$ cat config.mk
export PLATFORM = sky130hd
export DESIGN_NAME = integer_to_roman_encoder_flat
export DESIGN_NICKNAME = d
export VERILOG_FILES = /design/src/itr_pkg.sv /design/src/itr_if.sv /design/src/itr_seq.sv /design/src/integer_to_roman_encoder.sv /design/src/flat_wrapper.sv
export SDC_FILE = /design/constraint.sdc
export NUM_CORES = 1
export LEC_CHECK = 0
export BUFFER_PORTS_ARGS = -buffer_cell sky130_fd_sc_hd__buf_4
export CORE_UTILIZATION = 45
export CTS_BUF_LIST = sky130_fd_sc_hd__clkbuf_4 sky130_fd_sc_hd__clkbuf_8 sky130_fd_sc_hd__clkbuf_16
export CTS_CLUSTER_SIZE = 30
export DETAILED_ROUTE_END_ITERATION = 16
export GPL_TIMING_DRIVEN = 0
export SYNTH_ARGS = -nofsm -noshare
export SYNTH_HDL_FRONTEND = slang
export SYNTH_SLANG_ARGS = --single-unit
$ cat constraint.sdc
create_clock -name clk -period 17.1 [get_ports clk]
set_clock_uncertainty 0.2 [all_clocks]
set_input_delay 4.275 -clock clk [delete_from_list [all_inputs] [get_ports clk]]
set_output_delay 4.275 -clock clk [all_outputs]
set_load 0.01 [all_outputs]
$ cat src/itr_pkg.sv
// Package: types, constants, microcode ROM and symbol tables for the Roman encoder.
`timescale 1ns / 1ps
package itr_pkg;

  localparam int unsigned ValueW  = 12;
  localparam int unsigned CharW   = 7;
  localparam int unsigned DigitW  = 4;
  localparam int unsigned NPlaces = 4;

  localparam logic [ValueW-1:0] MAX_VALUE = 12'd3999;

  // value / 10 == (value * 3277) >> 15, exact for every 12-bit value
  localparam logic [ValueW-1:0] RECIP_TEN = 12'd3277;
  localparam int unsigned       RECIP_SH  = 15;

  localparam logic [CharW-1:0] CH_NONE = 7'd0;
  localparam logic [CharW-1:0] CH_I    = 7'h49;
  localparam logic [CharW-1:0] CH_V    = 7'h56;
  localparam logic [CharW-1:0] CH_X    = 7'h58;
  localparam logic [CharW-1:0] CH_L    = 7'h4C;
  localparam logic [CharW-1:0] CH_C    = 7'h43;
  localparam logic [CharW-1:0] CH_D    = 7'h44;
  localparam logic [CharW-1:0] CH_M    = 7'h4D;

  typedef enum logic [1:0] {
    STEP_WAIT  = 2'd0,
    STEP_DIGIT = 2'd1,
    STEP_EMIT  = 2'd2,
    STEP_ERR   = 2'd3
  } step_t;

  typedef enum logic [1:0] {
    OP_WAIT,
    OP_DIGIT,
    OP_EMIT,
    OP_ERR
  } op_t;

  typedef enum logic [1:0] {
    COND_NONE,
    COND_INVALID,
    COND_DIGITS_DONE,
    COND_FINAL
  } cond_t;

  typedef enum logic [1:0] {
    SYM_ONE,
    SYM_FIVE,
    SYM_TEN
  } sym_kind_t;

  typedef struct packed {
    op_t   op;
    cond_t cond;
    step_t jump_to;
    step_t next;
  } ctrl_word_t;

  // Datapath status seen by the sequencer.
  typedef struct packed {
    logic in_fire;
    logic slot_free;
    logic invalid;
    logic digits_done;
    logic final_char;
  } status_t;

  function automatic ctrl_word_t ucode_rom(step_t s);
    ctrl_word_t cw;
    case (s)
      STEP_WAIT:  cw = '{op: OP_WAIT,  cond: COND_INVALID,     jump_to: STEP_ERR,
                         next: STEP_DIGIT};
      STEP_DIGIT: cw = '{op: OP_DIGIT, cond: COND_DIGITS_DONE, jump_to: STEP_EMIT,
                         next: STEP_DIGIT};
      STEP_EMIT:  cw = '{op: OP_EMIT,  cond: COND_FINAL,       jump_to: STEP_WAIT,
                         next: STEP_EMIT};
      STEP_ERR:   cw = '{op: OP_ERR,   cond: COND_NONE,        jump_to: STEP_WAIT,
                         next: STEP_WAIT};
      default:    cw = '{op: OP_WAIT,  cond: COND_NONE,        jump_to: STEP_WAIT,
                         next: STEP_WAIT};
    endcase
    return cw;
  endfunction

  // Number of characters a decimal digit produces.
  function automatic logic [2:0] digit_len(logic [DigitW-1:0] d);
    logic [2:0] n;
    case (d)
      4'd1, 4'd5:             n = 3'd1;
      4'd2, 4'd4, 4'd6, 4'd9: n = 3'd2;
      4'd3, 4'd7:             n = 3'd3;
      4'd8:                   n = 3'd4;
      default:                n = 3'd0;
    endcase
    return n;
  endfunction

  // Which symbol of the place the k-th character of digit d uses.
  function automatic sym_kind_t digit_sym(logic [DigitW-1:0] d, logic [1:0] k);
    sym_kind_t s;
    case (d)
      4'd4:                   s = (k == 2'd0) ? SYM_ONE : SYM_FIVE;
      4'd9:                   s = (k == 2'd0) ? SYM_ONE : SYM_TEN;
      4'd5, 4'd6, 4'd7, 4'd8: s = (k == 2'd0) ? SYM_FIVE : SYM_ONE;
      default:                s = SYM_ONE;
    endcase
    return s;
  endfunction

  function automatic logic [CharW-1:0] sym_char(logic [1:0] place, sym_kind_t kind);
    logic [CharW-1:0] c;
    case (kind)
      SYM_ONE: begin
        case (place)
          2'd0:    c = CH_I;
          2'd1:    c = CH_X;
          2'd2:    c = CH_C;
          default: c = CH_M;
        endcase
      end
      SYM_FIVE: begin
        case (place)
          2'd0:    c = CH_V;
          2'd1:    c = CH_L;
          2'd2:    c = CH_D;
          default: c = CH_NONE;
        endcase
      end
      SYM_TEN: begin
        case (place)
          2'd0:    c = CH_X;
          2'd1:    c = CH_C;
          2'd2:    c = CH_M;
          default: c = CH_NONE;
        endcase
      end
      default: c = CH_NONE;
    endcase
    return c;
  endfunction

endpackage

$ cat src/itr_if.sv
// Valid/ready channel interfaces for the Roman encoder input and output.
`timescale 1ns / 1ps
interface itr_in_if;
  logic                        valid;
  logic                        ready;
  logic [itr_pkg::ValueW-1:0]  value;

  modport source (output valid, output value, input ready);
  modport sink   (input valid, input value, output ready);
endinterface

interface itr_out_if;
  logic                        valid;
  logic                        ready;
  logic [itr_pkg::CharW-1:0]   symbol_char;
  logic                        last;
  logic                        error;

  modport source (output valid, output symbol_char, output last, output error, input ready);
  modport sink   (input valid, input symbol_char, input last, input error, output ready);
endinterface

$ cat src/itr_seq.sv
// Microcode sequencer: step counter, control ROM and conditional jumps.
`timescale 1ns / 1ps
module itr_seq (
  input  logic             clk,
  input  logic             rst_n,
  input  itr_pkg::status_t status,
  output itr_pkg::op_t     op
);

  itr_pkg::step_t      step_r, step_nxt;
  itr_pkg::ctrl_word_t cw;
  logic                advance;
  logic                cond_true;

  assign cw = itr_pkg::ucode_rom(step_r);
  assign op = cw.op;

  always_comb begin
    case (cw.op)
      itr_pkg::OP_WAIT:  advance = status.in_fire;
      itr_pkg::OP_DIGIT: advance = 1'b1;
      itr_pkg::OP_EMIT:  advance = status.slot_free;
      itr_pkg::OP_ERR:   advance = status.slot_free;
      default:           advance = 1'b0;
    endcase

    case (cw.cond)
      itr_pkg::COND_INVALID:     cond_true = status.invalid;
      itr_pkg::COND_DIGITS_DONE: cond_true = status.digits_done;
      itr_pkg::COND_FINAL:       cond_true = status.final_char;
      default:                   cond_true = 1'b0;
    endcase

    step_nxt = step_r;
    if (advance) begin
      step_nxt = cond_true ? cw.jump_to : cw.next;
    end
  end

  always_ff @(posedge clk) begin
    if (!rst_n) begin
      step_r <= itr_pkg::STEP_WAIT;
    end else begin
      step_r <= step_nxt;
    end
  end

endmodule

$ cat src/integer_to_roman_encoder.sv
// Top level: integer to Roman numeral encoder, microcoded datapath and output register.
//
// Usage:
// - in_ch carries one 12-bit value per transaction; out_ch carries one ASCII
//   character per transaction (I V X L C D M), most significant place first,
//   with last set on the final character of the numeral.
// - Values 0 and above 3999 give a single transaction with error = 1,
//   last = 1 and symbol_char = 0.
// - One numeral at a time. After acceptance, the digit step splits the value into
//   its four decimal digits (one reciprocal multiply per digit), then the emit step
//   visits the places from thousands down, emitting the characters of each place
//   and stepping over each all-zero place above the lowest nonzero one.
// - Input ready is high only while the sequencer sits in its wait step.
// - A stalled receiver holds the output register; the sequencer waits on it.
// - rst_n (synchronous, active low) returns the sequencer to the wait step and
//   empties the output register.
`timescale 1ns / 1ps
module integer_to_roman_encoder (
  input  logic      clk,
  input  logic      rst_n,
  itr_in_if.sink    in_ch,
  itr_out_if.source out_ch
);

  localparam int unsigned ProdW = 2 * itr_pkg::ValueW;

  itr_pkg::op_t     op;
  itr_pkg::status_t status;

  // datapath registers
  logic [itr_pkg::ValueW-1:0] work_r, work_nxt;
  logic [itr_pkg::DigitW-1:0] digits_r [itr_pkg::NPlaces];
  logic [itr_pkg::DigitW-1:0] digits_nxt [itr_pkg::NPlaces];
  logic [1:0]                 cnt_r, cnt_nxt;
  logic [1:0]                 place_r, place_nxt;
  logic [1:0]                 rep_r, rep_nxt;

  // output register
  logic                       out_valid_r, out_valid_nxt;
  logic [itr_pkg::CharW-1:0]  out_char_r, out_char_nxt;
  logic                       out_last_r, out_last_nxt;
  logic                       out_error_r, out_error_nxt;

  logic                       in_fire;
  logic                       invalid;
  logic                       slot_free;
  logic [ProdW-1:0]           prod;
  logic [itr_pkg::ValueW-1:0] quot;
  logic [itr_pkg::ValueW-1:0] quot_x10;
  logic [itr_pkg::ValueW-1:0] rem_full;
  logic [itr_pkg::DigitW-1:0] cur_digit;
  logic [2:0]                 cur_len;
  logic                       end_of_place;
  logic                       lower_zero;
  logic                       final_char;
  itr_pkg::sym_kind_t         cur_kind;

  assign in_ch.ready = (op == itr_pkg::OP_WAIT);
  assign in_fire     = in_ch.valid && in_ch.ready;
  assign invalid     = (in_ch.value == '0) || (in_ch.value > itr_pkg::MAX_VALUE);
  assign slot_free   = !out_valid_r || out_ch.ready;

  // one decimal digit per step: quotient by reciprocal, remainder by subtract
  assign prod     = ProdW'(work_r) * ProdW'(itr_pkg::RECIP_TEN);
  assign quot     = itr_pkg::ValueW'(prod >> itr_pkg::RECIP_SH);
  assign quot_x10 = (quot << 3) + (quot << 1);
  assign rem_full = work_r - quot_x10;

  // current place being emitted
  assign cur_digit    = digits_r[place_r];
  assign cur_len      = itr_pkg::digit_len(cur_digit);
  assign cur_kind     = itr_pkg::digit_sym(cur_digit, rep_r);
  assign end_of_place = ({1'b0, rep_r} + 3'd1) == cur_len;

  // no nonzero digit below the current place
  always_comb begin
    lower_zero = 1'b1;
    for (int i = 0; i < itr_pkg::NPlaces; i++) begin
      if ((2'(i) < place_r) && (digits_r[i] != '0)) begin
        lower_zero = 1'b0;
      end
    end
  end

  assign final_char = ((cur_len != '0) && end_of_place && lower_zero) ||
                      ((cur_len == '0) && (place_r == 2'd0));

  assign status = '{in_fire:     in_fire,
                    slot_free:   slot_free,
                    invalid:     invalid,
                    digits_done: (cnt_r == 2'd3),
                    final_char:  final_char};

  itr_seq u_seq (
    .clk    (clk),
    .rst_n  (rst_n),
    .status (status),
    .op     (op)
  );

  always_comb begin
    work_nxt      = work_r;
    digits_nxt    = digits_r;
    cnt_nxt       = cnt_r;
    place_nxt     = place_r;
    rep_nxt       = rep_r;
    out_valid_nxt = out_valid_r && !out_ch.ready;
    out_char_nxt  = out_char_r;
    out_last_nxt  = out_last_r;
    out_error_nxt = out_error_r;

    case (op)
      itr_pkg::OP_WAIT: begin
        if (in_fire) begin
          work_nxt  = in_ch.value;
          cnt_nxt   = '0;
          place_nxt = 2'd3;
          rep_nxt   = '0;
          if (invalid) begin
            for (int i = 0; i < itr_pkg::NPlaces; i++) begin
              digits_nxt[i] = '0;
            end
          end
        end
      end
      itr_pkg::OP_DIGIT: begin
        // shift in from the top: the ones digit lands in slot 0 after four steps
        for (int i = 0; i < itr_pkg::NPlaces - 1; i++) begin
          digits_nxt[i] = digits_r[i+1];
        end
        digits_nxt[itr_pkg::NPlaces-1] = rem_full[itr_pkg::DigitW-1:0];
        work_nxt = quot;
        cnt_nxt  = cnt_r + 2'd1;
      end
      itr_pkg::OP_EMIT: begin
        if (slot_free) begin
          if (cur_len == '0) begin
            place_nxt = place_r - 2'd1;
          end else begin
            out_valid_nxt = 1'b1;
            out_char_nxt  = itr_pkg::sym_char(place_r, cur_kind);
            out_last_nxt  = final_char;
            out_error_nxt = 1'b0;
            if (end_of_place) begin
              rep_nxt   = '0;
              place_nxt = place_r - 2'd1;
            end else begin
              rep_nxt = rep_r + 2'd1;
            end
          end
          if (final_char) begin
            place_nxt = '0;
            rep_nxt   = '0;
          end
        end
      end
      itr_pkg::OP_ERR: begin
        if (slot_free) begin
          out_valid_nxt = 1'b1;
          out_char_nxt  = itr_pkg::CH_NONE;
          out_last_nxt  = 1'b1;
          out_error_nxt = 1'b1;
          place_nxt     = '0;
          rep_nxt       = '0;
        end
      end
      default: begin
      end
    endcase
  end

  always_ff @(posedge clk) begin
    if (!rst_n) begin
      out_valid_r <= 1'b0;
      cnt_r       <= '0;
      place_r     <= '0;
      rep_r       <= '0;
      for (int i = 0; i < itr_pkg::NPlaces; i++) begin
        digits_r[i] <= '0;
      end
    end else begin
      out_valid_r <= out_valid_nxt;
      cnt_r       <= cnt_nxt;
      place_r     <= place_nxt;
      rep_r       <= rep_nxt;
      digits_r    <= digits_nxt;
    end
  end

  always_ff @(posedge clk) begin
    work_r      <= work_nxt;
    out_char_r  <= out_char_nxt;
    out_last_r  <= out_last_nxt;
    out_error_r <= out_error_nxt;
  end

  assign out_ch.valid       = out_valid_r;
  assign out_ch.symbol_char = out_char_r;
  assign out_ch.last        = out_last_r;
  assign out_ch.error       = out_error_r;

endmodule

$ cat src/flat_wrapper.sv
// flat-port wrapper written by rule: the top's interface ports become plain ports
module integer_to_roman_encoder_flat 
  (clk, rst_n, in_ch_valid, in_ch_value, in_ch_ready, out_ch_valid, out_ch_symbol_char, out_ch_last, out_ch_error, out_ch_ready);
  itr_in_if in_ch_i ();
  itr_out_if out_ch_i ();
  input  logic clk;
  input  logic rst_n;
  input wire logic [$bits(in_ch_i.valid)-1:0] in_ch_valid;
  input wire logic [$bits(in_ch_i.value)-1:0] in_ch_value;
  output wire logic [$bits(in_ch_i.ready)-1:0] in_ch_ready;
  output wire logic [$bits(out_ch_i.valid)-1:0] out_ch_valid;
  output wire logic [$bits(out_ch_i.symbol_char)-1:0] out_ch_symbol_char;
  output wire logic [$bits(out_ch_i.last)-1:0] out_ch_last;
  output wire logic [$bits(out_ch_i.error)-1:0] out_ch_error;
  input wire logic [$bits(out_ch_i.ready)-1:0] out_ch_ready;
  assign in_ch_i.valid = in_ch_valid;
  assign in_ch_i.value = in_ch_value;
  assign in_ch_ready = in_ch_i.ready;
  assign out_ch_valid = out_ch_i.valid;
  assign out_ch_symbol_char = out_ch_i.symbol_char;
  assign out_ch_last = out_ch_i.last;
  assign out_ch_error = out_ch_i.error;
  assign out_ch_i.ready = out_ch_ready;
  integer_to_roman_encoder u_core (.clk(clk), .rst_n(rst_n), .in_ch(in_ch_i), .out_ch(out_ch_i));
endmodule
==> impl_metrics.toml <==
[status]
status = "complete, no violations"

[critical_path]
r2r-start = "u_core.work_r[7]$_DFFE_PP_"
rr_endpoint = "u_core.digits_r[3]$_SDFFE_PN0P_"
startpoint_type = "flip-flop"
required_ns = 17.06
end_kind = "flip-flop"
ff2ff_path_depth = 24
cp_max_fo = 6
arrival_ns = 7.23
worstSetupPathType = "reg -> reg"
reg2reg_slack_ns = 9.83

[timing]
grt_setup_unrepaired = "no"
setup_tns_ns = 0
drv_slew = 0
min_period_ns = 7.27
tightest_slew_ns = 0.861
fmax_mhz = 138
finalHoldViolations = 0
setup_viol_count_final = 0
timing.final.crit_share_pct = 42.5
max_slew_margin_pct = 41.1

[drt]
num_vias = 3751
drtIter0Drc = 143
vias_per_cell = 5.31
wl_per_cell_um = 14.7
wl_um = 10400
drc = 0
firstDrtPassIters = 4
ant_nets = 0

[floorplanning]
core_region_area_mm2 = 0.0110
die-area_mm2 = 0.0118
chipHeight_um = 109
rows = 38
die_w_um = 109
io_pins = 27
initial_utilization_pct = 46.7

[clock_tree]
clk_latency_ns = 0.28
cts_hold_buf = 0
cts_buffer_depth = 2
cts_root_buffer = "clkbuf_16"
clk_pin_slew_ns = 0.06
post_cts_buffers = 0
tritoncts = "yes"
cts_resized = 0
cts.sinks = 45
numCtsBuffers = 5
htreeDepth = 2

[final_layout]
antennaDiodeCount = 0
finalNonFillerCells = 707
drive_gt1_share_pct = 8.99
syn2layout_area_growth_pct = 10.3
fin_nets = 720
fin_area_mm2 = 0.00566

[logic_synthesis]
ys_seq_area_share_pct = 21.5
synth_fp_nets = 688
synth_fa_ha_area_share_pct = 39.1
synth-edff-count = 20
netlist-cell-type-count = 64
synth.mux.area_fraction_pct = 3.19
synthCells = 534
synth_compound_area_share_pct = 13.2
synth_xor_area_share_pct = 2.39
synth_simple_gate_area_share_pct = 12.5
ys.flop_type = "dfxtp_1"
syn-mean-instance-area_um2 = 9.61
syn_area_mm2 = 0.00513
yosysWarnings = 0
synth_top_family_by_area = "adder cells"
async_flop_share_pct = 0
synth-seq-cells = 45

[min_path]
hold_class = "reg -> reg"
min_to = "u_core.rep_r[1]$_SDFFE_PN0P_"
min_from = "u_core.rep_r[1]$_SDFFE_PN0P_"
hold_path_depth = 2

[place]
place_inst = 699
place_area_mm2 = 0.00549
place_congestion = 0.866
port_buffers = 25
dpl.hpwl_um = 8760

[job]
drv_cap = 0

[grt]
grt_usage_pct = 19.9
grt_pass1_wl_um = 18200
grt_pass1_vias = 3697
grt_max_degree = 14
antenna_found_initial = 0
gr-total-overflow = 0
-- how the worst max path moves through the flow --
stage / cells past startpoint / startpoint / endpoint / slack, ns
floorplan: 24 / u_core.work_r[6]$_DFFE_PP_ / u_core.digits_r[3]$_SDFFE_PN0P_ / 10.63
global placement: 24 / u_core.work_r[6]$_DFFE_PP_ / u_core.digits_r[3]$_SDFFE_PN0P_ / 9.96
detailed placement: 24 / u_core.work_r[7]$_DFFE_PP_ / u_core.digits_r[3]$_SDFFE_PN0P_ / 9.89
CTS: 24 / u_core.work_r[7]$_DFFE_PP_ / u_core.digits_r[3]$_SDFFE_PN0P_ / 9.86
global route: 24 / u_core.work_r[7]$_DFFE_PP_ / u_core.digits_r[3]$_SDFFE_PN0P_ / 9.45
finish: 24 / u_core.work_r[7]$_DFFE_PP_ / u_core.digits_r[3]$_SDFFE_PN0P_ / 9.83
-- cells in the mapped netlist (all sizes together), types with 3 or more instances --
cell,instances,share of area (%)
nand2b,5,0.61
mux4,4,1.8
nor3b,3,0.44
nand2,27,2.0
a31oi,5,0.73
and2,7,0.85
clkbuf,10,0.73
nand3,9,0.88
inv,90,6.6
o22ai,3,0.37
fa,37,14
a21oi,21,2.0
dfxtp,25,9.8
or2,5,0.61
a21o,7,1.0
a22oi,17,2.5
mux2i,5,1.2
ha,101,25
nand4,3,0.37
o21a,4,0.59
edfxtp,20,12
xor2,3,0.51
or3,4,0.49
buf,5,0.76
nor2b,22,2.7
o21ai,20,2.0
nor4,6,0.73
a211oi,4,0.59
nor3,3,0.29
xnor2,11,1.9
nor2,18,1.3
-- metal layers --
metal	up-vias	GRT usage (%)	share of wire [%]
li1	1912	-	-
met1	1776	29.8	52
met5	-	0	0
met4	0	4.25	0.92
met2	54	30.6	44
met3	9	2.51	3.1
-- through the flow --
step                hold slack (ns)  util (%)  worst slack [ns]
CTS                           0.287      51.5              9.86
detailed placement            0.276      50.0              9.89
floorplan                     0.248         -             10.63
global placement              0.268      50.0              9.96
finish                        0.279      51.5              9.83
global route                  0.314      51.5              9.45
-- sequential cells by signal, summed over array words and instances, names as in the netlist --
signal                     cells
u_core.out_ch.last             1
u_core.place_r                 2
u_core.out_ch.error            1
u_core.cnt_r                   2
u_core.work_r                 12
u_core.rep_r                   2
u_core.out_ch.valid            1
u_core.out_ch.symbol_char      6
u_core.u_seq.step_r            2
u_core.digits_r               16
-- area by class of cell --
class	count	area, um^2
fill	1028	5320
buffer	15	76.3
multi-input combinational	383	3610
inverter	91	342
clock buffer	6	133
clock inverter	2	33.8
tap	140	175
sequential	45	1100
timing repair buffer	25	188
-- placed cells by master, fill, tap and decap left out, types with 4 or more instances in the layout --
cell	instances
xnor2_1	11
nand2_1	26
nand3_1	9
clkbuf_1	10
dfxtp_1	25
a21oi_1	21
nor2_1	18
a22oi_1	17
a211oi_1	4
nor4_1	6
buf_4	26
fa_1	37
a21o_1	7
clkbuf_16	5
mux2i_1	4
inv_1	90
a31oi_1	4
nand2b_1	5
ha_1	101
and2_1	7
nor2b_1	22
or3_1	4
mux4_2	4
edfxtp_1	20
o21ai_0	17
o21a_1	4
-- critical path, cell delays in order (launching register included) --
cell and delay, ns:
edfxtp_1 0.56, ha_1 0.43, inv_1 0.08, fa_1 0.53
inv_1 0.05, fa_1 0.51, fa_1 0.54, inv_1 0.05
fa_1 0.52, inv_1 0.04, ha_1 0.30, and3_1 0.19
o2111ai_1 0.11, a21oi_1 0.52, or2_2 0.26, a21oi_1 0.08
xnor2_1 0.17, ha_1 0.34, or3b_2 0.47, nand3_1 0.12
a21oi_1 0.07, or3_1 0.38, nor3_1 0.26, xor2_1 0.23
o21ai_0 0.11
-- kinds of logic after synthesis --
family | after synthesis
compound gates | 101
xor+xnor | 14
fa+ha+maj | 138
buf+inv | 106
flops | 45
mux | 10
other cells | 1
simple gates | 119
Power is not shown: default switching activity piles up to over one toggle a cycle in this logic, so the estimate is an artifact.
